File: src/hw/rtl/afsd_pkg.sv
// ----------------------------------------------------------------------------
// afsd_pkg: shared types and constants of the flip and shake detector
// Gesture codes, register indexes, register reset values and the per-sample
// update record passed from the evaluator to the top level.
// ----------------------------------------------------------------------------
package afsd_pkg;

    typedef enum logic [1:0] {
        GESTURE_NONE  = 2'd0,
        GESTURE_FLIP  = 2'd1,
        GESTURE_SHAKE = 2'd2
    } gesture_t;

    // configuration register indexes
    localparam int CFG_ADDR_W = 3;
    localparam int CFG_DATA_W = 16;
    localparam logic [CFG_ADDR_W-1:0] CFG_FLIP_THRESHOLD   = 3'd0;
    localparam logic [CFG_ADDR_W-1:0] CFG_SHAKE_THRESHOLD  = 3'd1;
    localparam logic [CFG_ADDR_W-1:0] CFG_DEAD_ZONE        = 3'd2;
    localparam logic [CFG_ADDR_W-1:0] CFG_SHAKES_NEEDED    = 3'd3;
    localparam logic [CFG_ADDR_W-1:0] CFG_SHAKE_GAP_LIMIT  = 3'd4;

    // register field widths
    localparam int THR_W     = 15;
    localparam int COUNT_W   = 8;
    localparam int TIMEOUT_W = 16;

    // register reset values
    localparam logic [THR_W-1:0]     FLIP_THRESHOLD_RST   = 15'd200;
    localparam logic [THR_W-1:0]     SHAKE_THRESHOLD_RST  = 15'd200;
    localparam logic [THR_W-1:0]     DEAD_ZONE_RST        = 15'd50;
    localparam logic [COUNT_W-1:0]   SHAKES_NEEDED_RST    = 8'd3;
    localparam logic [TIMEOUT_W-1:0] SHAKE_GAP_LIMIT_RST  = 16'd1000;

    // width of the flip compare: a full 16-bit sample against -(2^15-1)
    localparam int ZCMP_W = 17;

    // width of a squared threshold
    localparam int THR_SQ_W = 2 * THR_W;

    // state update decided for one sample
    typedef struct packed {
        gesture_t             gesture;
        logic                 take_ref;
        logic                 have_ref;
        logic [COUNT_W-1:0]   tally;
        logic                 stamp_time;
    } afsd_upd_t;

endpackage

File: src/hw/rtl/accel_flip_shake_detector_top.sv
// ----------------------------------------------------------------------------
// accel_flip_shake_detector_top: accelerometer flip and shake detector
// Takes one timestamped x,y,z sample per transaction and returns one gesture
// code (none, flip, shake) per sample.
// ----------------------------------------------------------------------------
// path: input register, then the evaluator and the state it updates, then
//   the result register, which holds its result while the output is stalled
// throughput: one sample per cycle unless the output stalls, one sample per
//   pass through the evaluator
// reset: asynchronous active low; clears reference, shake count, timestamps,
//   pipeline valid flags and loads the register reset values
module accel_flip_shake_detector_top #(
    parameter int SAMPLE_WIDTH = 16,
    parameter int TIME_WIDTH   = 32
) (
    input  logic                                 clk,
    input  logic                                 rst_n,

    // configuration write port
    input  logic                                 cfg_wr_en,
    input  logic [afsd_pkg::CFG_ADDR_W-1:0]      cfg_addr,
    input  logic [afsd_pkg::CFG_DATA_W-1:0]      cfg_wdata,

    // sample channel
    input  logic                                 in_valid,
    output logic                                 in_ready,
    input  logic                                 read_ok,
    input  logic signed [15:0]                   accel_x,
    input  logic signed [15:0]                   accel_y,
    input  logic signed [15:0]                   accel_z,
    input  logic [31:0]                          now_ms,

    // gesture channel
    output logic                                 out_valid,
    input  logic                                 out_ready,
    output logic [1:0]                           gesture
);

    // configuration registers
    logic [afsd_pkg::THR_W-1:0]     flip_threshold_reg;
    logic [afsd_pkg::THR_W-1:0]     shake_threshold_reg;
    logic [afsd_pkg::THR_W-1:0]     dead_zone_reg;
    logic [afsd_pkg::COUNT_W-1:0]   shakes_needed_reg;
    logic [afsd_pkg::TIMEOUT_W-1:0] shake_gap_limit_reg;

    // input register stage
    logic                           s1_valid_reg;
    logic                           s1_ok_reg;
    logic signed [SAMPLE_WIDTH-1:0] s1_x_reg;
    logic signed [SAMPLE_WIDTH-1:0] s1_y_reg;
    logic signed [SAMPLE_WIDTH-1:0] s1_z_reg;
    logic [TIME_WIDTH-1:0]          s1_now_reg;

    // detector state
    logic signed [SAMPLE_WIDTH-1:0] ref_x_reg;
    logic signed [SAMPLE_WIDTH-1:0] ref_y_reg;
    logic signed [SAMPLE_WIDTH-1:0] ref_z_reg;
    logic                           have_ref_reg;
    logic [afsd_pkg::COUNT_W-1:0]   tally_reg;
    logic [TIME_WIDTH-1:0]          last_time_reg;

    // result register
    logic                           out_valid_reg;
    afsd_pkg::gesture_t             gesture_reg;

    afsd_pkg::afsd_upd_t            upd;
    logic                           in_fire;
    logic                           advance;

    // the staged sample moves into the result register whenever that register
    // is empty or being drained; the state update happens on the same edge
    assign advance  = s1_valid_reg && (!out_valid_reg || out_ready);
    // the input stage frees up when empty or moving on, even if a result waits
    assign in_ready = !s1_valid_reg || !out_valid_reg || out_ready;
    assign in_fire  = in_valid && in_ready;

    assign out_valid = out_valid_reg;
    assign gesture   = gesture_reg;

    // configuration writes, no read-back; unknown indexes are dropped
    always_ff @(posedge clk or negedge rst_n)
    begin
        if (!rst_n)
        begin
            flip_threshold_reg   <= afsd_pkg::FLIP_THRESHOLD_RST;
            shake_threshold_reg  <= afsd_pkg::SHAKE_THRESHOLD_RST;
            dead_zone_reg        <= afsd_pkg::DEAD_ZONE_RST;
            shakes_needed_reg    <= afsd_pkg::SHAKES_NEEDED_RST;
            shake_gap_limit_reg  <= afsd_pkg::SHAKE_GAP_LIMIT_RST;
        end
        else if (cfg_wr_en)
        begin
            case (cfg_addr)
                afsd_pkg::CFG_FLIP_THRESHOLD:
                    flip_threshold_reg <= cfg_wdata[afsd_pkg::THR_W-1:0];
                afsd_pkg::CFG_SHAKE_THRESHOLD:
                    shake_threshold_reg <= cfg_wdata[afsd_pkg::THR_W-1:0];
                afsd_pkg::CFG_DEAD_ZONE:
                    dead_zone_reg <= cfg_wdata[afsd_pkg::THR_W-1:0];
                afsd_pkg::CFG_SHAKES_NEEDED:
                    shakes_needed_reg <= cfg_wdata[afsd_pkg::COUNT_W-1:0];
                afsd_pkg::CFG_SHAKE_GAP_LIMIT:
                    shake_gap_limit_reg <= cfg_wdata[afsd_pkg::TIMEOUT_W-1:0];
                default:
                    ;
            endcase
        end
    end

    // input stage valid flag
    always_ff @(posedge clk or negedge rst_n)
    begin
        if (!rst_n)
            s1_valid_reg <= 1'b0;
        else if (in_fire)
            s1_valid_reg <= 1'b1;
        else if (advance)
            s1_valid_reg <= 1'b0;
    end

    // input stage payload: only the low sample and time bits are kept
    always_ff @(posedge clk)
    begin
        if (in_fire)
        begin
            s1_ok_reg  <= read_ok;
            s1_x_reg   <= accel_x[SAMPLE_WIDTH-1:0];
            s1_y_reg   <= accel_y[SAMPLE_WIDTH-1:0];
            s1_z_reg   <= accel_z[SAMPLE_WIDTH-1:0];
            s1_now_reg <= now_ms[TIME_WIDTH-1:0];
        end
    end

    afsd_eval #(
        .SAMPLE_WIDTH (SAMPLE_WIDTH),
        .TIME_WIDTH   (TIME_WIDTH)
    ) u_eval (
        .read_ok          (s1_ok_reg),
        .x                (s1_x_reg),
        .y                (s1_y_reg),
        .z                (s1_z_reg),
        .now              (s1_now_reg),
        .have_ref         (have_ref_reg),
        .ref_x            (ref_x_reg),
        .ref_y            (ref_y_reg),
        .ref_z            (ref_z_reg),
        .tally            (tally_reg),
        .last_time        (last_time_reg),
        .flip_threshold   (flip_threshold_reg),
        .shake_threshold  (shake_threshold_reg),
        .dead_zone        (dead_zone_reg),
        .shakes_needed    (shakes_needed_reg),
        .shake_gap_limit  (shake_gap_limit_reg),
        .upd              (upd)
    );

    // detector state, committed as the sample's result is registered
    always_ff @(posedge clk or negedge rst_n)
    begin
        if (!rst_n)
        begin
            ref_x_reg     <= '0;
            ref_y_reg     <= '0;
            ref_z_reg     <= '0;
            have_ref_reg  <= 1'b0;
            tally_reg     <= '0;
            last_time_reg <= '0;
        end
        else if (advance)
        begin
            have_ref_reg <= upd.have_ref;
            tally_reg    <= upd.tally;
            if (upd.take_ref)
            begin
                ref_x_reg <= s1_x_reg;
                ref_y_reg <= s1_y_reg;
                ref_z_reg <= s1_z_reg;
            end
            if (upd.stamp_time)
                last_time_reg <= s1_now_reg;
        end
    end

    // result register valid flag
    always_ff @(posedge clk or negedge rst_n)
    begin
        if (!rst_n)
            out_valid_reg <= 1'b0;
        else if (advance)
            out_valid_reg <= 1'b1;
        else if (out_ready)
            out_valid_reg <= 1'b0;
    end

    // result payload
    always_ff @(posedge clk)
    begin
        if (advance)
            gesture_reg <= upd.gesture;
    end

endmodule

File: src/hw/rtl/afsd_eval.sv
// ----------------------------------------------------------------------------
// afsd_eval: single-sample gesture evaluation
// Flip test, squared distance from the reference against the larger of the
// squared dead zone and shake threshold, shake count with timeout.
// ----------------------------------------------------------------------------
module afsd_eval #(
    parameter int SAMPLE_WIDTH = 16,
    parameter int TIME_WIDTH   = 32
) (
    input  logic                                 read_ok,
    input  logic signed [SAMPLE_WIDTH-1:0]       x,
    input  logic signed [SAMPLE_WIDTH-1:0]       y,
    input  logic signed [SAMPLE_WIDTH-1:0]       z,
    input  logic        [TIME_WIDTH-1:0]         now,
    input  logic                                 have_ref,
    input  logic signed [SAMPLE_WIDTH-1:0]       ref_x,
    input  logic signed [SAMPLE_WIDTH-1:0]       ref_y,
    input  logic signed [SAMPLE_WIDTH-1:0]       ref_z,
    input  logic        [afsd_pkg::COUNT_W-1:0]  tally,
    input  logic        [TIME_WIDTH-1:0]         last_time,
    input  logic        [afsd_pkg::THR_W-1:0]    flip_threshold,
    input  logic        [afsd_pkg::THR_W-1:0]    shake_threshold,
    input  logic        [afsd_pkg::THR_W-1:0]    dead_zone,
    input  logic        [afsd_pkg::COUNT_W-1:0]  shakes_needed,
    input  logic        [afsd_pkg::TIMEOUT_W-1:0] shake_gap_limit,
    output afsd_pkg::afsd_upd_t                  upd
);

    localparam int DIFF_W = SAMPLE_WIDTH + 1;
    localparam int SQ_W   = 2 * SAMPLE_WIDTH + 2;
    localparam int CMP_W  = (SQ_W > afsd_pkg::THR_SQ_W) ? SQ_W : afsd_pkg::THR_SQ_W;

    logic [DIFF_W-1:0]               dx, dy, dz;
    logic [DIFF_W-1:0]               ax, ay, az;
    logic [SQ_W-1:0]                 sqx, sqy, sqz;
    logic [SQ_W-1:0]                 dist_sq;
    logic [afsd_pkg::THR_W-1:0]      thr_max;
    logic [afsd_pkg::THR_SQ_W-1:0]   thr_sq;
    logic                            shaking;
    logic signed [afsd_pkg::ZCMP_W-1:0] z_ext;
    logic signed [afsd_pkg::ZCMP_W-1:0] neg_flip;
    logic                            flip_hit;
    logic [TIME_WIDTH-1:0]           gap;
    logic                            timed_out;
    logic [afsd_pkg::COUNT_W-1:0]    tally_inc;

    // differences in one extra bit, then magnitudes
    assign dx = DIFF_W'(x) - DIFF_W'(ref_x);
    assign dy = DIFF_W'(y) - DIFF_W'(ref_y);
    assign dz = DIFF_W'(z) - DIFF_W'(ref_z);

    assign ax = dx[DIFF_W-1] ? (~dx + DIFF_W'(1)) : dx;
    assign ay = dy[DIFF_W-1] ? (~dy + DIFF_W'(1)) : dy;
    assign az = dz[DIFF_W-1] ? (~dz + DIFF_W'(1)) : dz;

    assign sqx     = SQ_W'(ax) * SQ_W'(ax);
    assign sqy     = SQ_W'(ay) * SQ_W'(ay);
    assign sqz     = SQ_W'(az) * SQ_W'(az);
    assign dist_sq = sqx + sqy + sqz;

    // both bounds hold exactly when the larger one does
    assign thr_max = (dead_zone > shake_threshold) ? dead_zone : shake_threshold;
    assign thr_sq  = afsd_pkg::THR_SQ_W'(thr_max) * afsd_pkg::THR_SQ_W'(thr_max);
    assign shaking = CMP_W'(dist_sq) >= CMP_W'(thr_sq);

    assign z_ext    = afsd_pkg::ZCMP_W'(z);
    assign neg_flip = afsd_pkg::ZCMP_W'(0) - $signed({2'b00, flip_threshold});
    assign flip_hit = z_ext < neg_flip;

    assign gap       = now - last_time;
    assign timed_out = gap > TIME_WIDTH'(shake_gap_limit);
    assign tally_inc = (timed_out ? '0 : tally) + afsd_pkg::COUNT_W'(1);

    always_comb
    begin
        upd.gesture    = afsd_pkg::GESTURE_NONE;
        upd.take_ref   = 1'b0;
        upd.have_ref   = have_ref;
        upd.tally      = tally;
        upd.stamp_time = 1'b0;
        if (!read_ok)
        begin
            upd.have_ref = 1'b0;
            upd.tally    = '0;
        end
        else if (!have_ref)
        begin
            upd.take_ref = 1'b1;
            upd.have_ref = 1'b1;
        end
        else if (flip_hit)
        begin
            upd.take_ref = 1'b1;
            upd.gesture  = afsd_pkg::GESTURE_FLIP;
        end
        else if (shaking)
        begin
            upd.stamp_time = 1'b1;
            if (tally_inc >= shakes_needed)
            begin
                upd.tally    = '0;
                upd.take_ref = 1'b1;
                upd.gesture  = afsd_pkg::GESTURE_SHAKE;
            end
            else
            begin
                upd.tally = tally_inc;
            end
        end
        else
        begin
            upd.take_ref = 1'b1;
        end
    end

endmodule

File: config.mk
export PLATFORM = sky130hd
export DESIGN_NAME = accel_flip_shake_detector_top
export DESIGN_NICKNAME = d
export VERILOG_FILES = /design/src/hw/rtl/afsd_pkg.sv /design/src/hw/rtl/accel_flip_shake_detector_top.sv /design/src/hw/rtl/afsd_eval.sv
export SDC_FILE = /design/constraint.sdc
export NUM_CORES = 2
export LEC_CHECK = 0
export ABC_AREA = 1
export BUFFER_PORTS_ARGS = -buffer_cell sky130_fd_sc_hd__buf_2
export CAP_MARGIN = 20
export CORE_MARGIN = 8
export CORE_UTILIZATION = 60
export CTS_BUF_LIST = sky130_fd_sc_hd__clkbuf_8
export DETAILED_ROUTE_END_ITERATION = 6
export PLACE_DENSITY_LB_ADDON = 0.2
export SLEW_MARGIN = 20
export SYNTH_ARGS = -nofsm -noshare
export SYNTH_HDL_FRONTEND = slang
export SYNTH_SLANG_ARGS = --single-unit
File: constraint.sdc
create_clock -name clk -period 11.41 [get_ports clk]
set_input_delay 1.141 -clock clk [delete_from_list [all_inputs] [get_ports clk]]
set_output_delay 1.141 -clock clk [all_outputs]
set_load 0.01 [all_outputs]
==> out/metrics.cfg <==
[routing]
wl_per_cell_um=17.4
drt_iter0_drc=2203
wl_um=127000
via_per_inst=5.18
num_vias=37900
first_pass_iters=5
drt.antenna.violating_nets=0
drcViolationCount=0

[status]
status=complete, but fails checks
failed_checks=setup timing

[sta]
timing_hold_violations_final=0
setup_ws_ns=-0.0445
fmax_ghz=0.0873
min_period_ns=11.45
worst_pin_slew_ns=0.989
slew_violations=0
setup-violations-final=52
slew_headroom_pct=33.9
skew_ns=0.0459
rsz0062_at_grt=yes
fin_crit_sh_pct=100

[worst_setup_path]
crit_family=adder cells
path_class=register to register
cp-start-kind=register
rr_worst_depth=56
cp_slowest_cell=fa_2
crit_top_cell=fa_1
path_max_fanout=8
slowest_delay_ns=0.58
endpoint_kind=register
crit_buf_inv=16
crit_cells=56
required_ns=11.87
critical_path_arrival_ns=11.91

[yosys]
yosysSeqAreaShare_pct=13.7
yosysTopAreaCell=fa_1
synth_cell_types=66
netlist_area_sq_um=47500
postSynthAreaPerCell_sq_um=8.46
synthArstFlopShare_pct=65.8
synth_edf_count=83
synth-seq-cells=243
syn_inst=5614
yosys_warnings=0
synth_area_leaders=fa_1, ha_1, inv_1, dfrtp_1, nand2_1
synth_ff_type=dfrtp_1
yosysTopAreaCellShare_pct=35.4

[placement]
gp_congestion=0.974
dp_hpwl_um=109000
port_buffers=108

[die]
die_height_um=297
ios=109
core_sq_um=78700
die_area_sq_um=88400
start_util_pct=60.3
num_rows=103
die_w_um=297

[min_path]
hold_class=register to register
min_path_cells=2

[clock_tree]
cts_root_buf=clkbuf_8
htreeDepth=2
cts.clk_slew.worst_paths_ns=0.06
clk_latency_ns=0.57
cts_max_path_buffers=3
cts_num_sinks=243
cts_tree=done
cts-buffers-inserted=40

[grt]
antenna_found_initial=1
grtUsageTotal_pct=28.5
grt_pass1_wl_um=204000
grt_max_degree=105
overflow=0
grt_pass1_vias=39700

[cells_and_area]
drive_gt1_share_pct=17.6
syn_to_final_growth_pct=17.5
final_util_pct=70.9
layout.nets=7706

[run]
maxCapViolations=0

-- layer usage --
layer  GRT usage [%]  wire length (um)  vias up
li1                -                 -    17900
met1            37.9             53000    18400
met2            48.2             61000     1221
met3            3.09              7240      284
met4            10.9              6130        0
met5               0                 0        -
-- worst register-to-register path, delay by kind of cell (launching register included) --
kind,cells,cell delay (ns)
compound gates,8,1.39
xor+xnor,3,0.41
fa+ha+maj,12,5.58
buf+inv,16,1.62
flops,1,0.52
simple gates,17,1.83
-- per-stage QoR --
| step | hold slack (ns) | setup WS [ns] | std cells | setup TNS [ns] | cell area (sq um) |
|---|---|---|---|---|---|
| final | 0.474 | -0.0445 | 7312 | -1.14 | 55800 |
| after global routing | 0.488 | -0.540 | 7312 | -44.39 | 55800 |
| after floorplan | 0.442 | 0.374 | 5648 | 0 | 47600 |
| after CTS | 0.473 | 0.000763 | 7259 | 0 | 54200 |
| after global placement | 0.454 | -0.439 | 7168 | -32.51 | 52800 |
| after detailed placement | 0.458 | -0.685 | 7168 | -55.13 | 52800 |
-- Yosys cell counts, drive strengths merged, types with 3 or more instances --
library cell and instances:
o31ai 7, inv 1569, fa 840, nor2 551
nand3 192, o21bai 15, nand3b 10, nand2 868
edfxtp 83, clkinv 14, ha 532, o211ai 5
a21boi 8, nor3b 5, or2 5, and3 3
o21ai 164, a21o 13, clkbuf 68, xnor2 64
o2111ai 3, xor2 105, buf 33, a21oi 162
nor3 35, dfstp 17, a211oi 4, o21a 8
dfrtp 143, nor4 6, nand4 50, o221ai 5
a31oi 13
-- path summary, 6_finish.rpt --
kind	from	endpoint	slack, ns
setup / recovery	s1_z_reg[1]$_DFFE_PP_	last_time_reg[27]$_DFFE_PN0P_	-0.04
hold / removal	last_time_reg[1]$_DFFE_PN0P_	last_time_reg[1]$_DFFE_PN0P_	0.47
setup reg to reg	s1_z_reg[1]$_DFFE_PP_	last_time_reg[27]$_DFFE_PN0P_	-0.04
hold reg to reg	last_time_reg[1]$_DFFE_PN0P_	last_time_reg[1]$_DFFE_PN0P_	0.47
max in group asynchronous	rst_n	last_time_reg[8]$_DFFE_PN0P_	9.41
min in group asynchronous	rst_n	last_time_reg[27]$_DFFE_PN0P_	0.64
-- what timing repair did --
item | CTS | global route
endpoints found under the setup margin | 89 | 89
gates cloned | 1 | 6
buffers inserted | 16 | 47
resized for setup | 93 | 313
pin swaps | 37 | 148
hold buffers | 0 | 0
hold endpoints to repair | 0 | 0
-- cells by family after synthesis --
| kind of cell | Yosys count | synth area share [%] |
|---|---|---|
| other | 2 | 0.0158 |
| adders and majority gates | 1372 | 49.4 |
| DFF | 243 | 13.7 |
| AOI/OAI and AO/OA | 417 | 4.99 |
| buffers and inverters | 1684 | 13.5 |
| and+or+nand+nor | 1727 | 15.1 |
| xor gates and xnor gates | 169 | 3.31 |
-- area by class of cell --
cell class                 count  area (sq um)
multi-input combinational   3721         36100
fill                        6170         22900
sequential                   243          6520
inverter                    1583          5990
timing repair buffer         640          5040
tap                         1050          1310
clock buffer                  53           729
clock inverter                21           135
antenna                        1          2.50
-- cell usage in the layout, fill, tap and decap left out, types with 10 or more instances in the layout --
| cell type | count |
|---|---|
| inv_1 | 1514 |
| fa_1 | 819 |
| nand2_1 | 787 |
| ha_1 | 510 |
| nor2_1 | 482 |
| buf_4 | 481 |
| nand3_1 | 172 |
| a21oi_1 | 143 |
| dfrtp_1 | 143 |
| o21ai_0 | 126 |
| buf_2 | 107 |
| xor2_1 | 86 |
| edfxtp_1 | 83 |
| nand2_2 | 61 |
| inv_2 | 60 |
| xnor2_1 | 56 |
| clkbuf_8 | 53 |
| nand4_1 | 49 |
| nor2_2 | 48 |
| conb_1 | 36 |
| o21ai_1 | 23 |
| nor3_1 | 22 |
| buf_6 | 22 |
| nor2_4 | 21 |
| fa_2 | 21 |
| buf_12 | 20 |
| ha_4 | 19 |
| nand2_4 | 18 |
| dfstp_2 | 17 |
| xor2_2 | 16 |
| a21oi_2 | 15 |
| o21bai_1 | 15 |
| nand3_2 | 13 |
| a21o_1 | 13 |
| o21ai_2 | 12 |
| clkinv_1 | 11 |
| a31oi_1 | 10 |
Power is not shown: default switching activity piles up to over one toggle a cycle in this logic, so the estimate is an artifact.
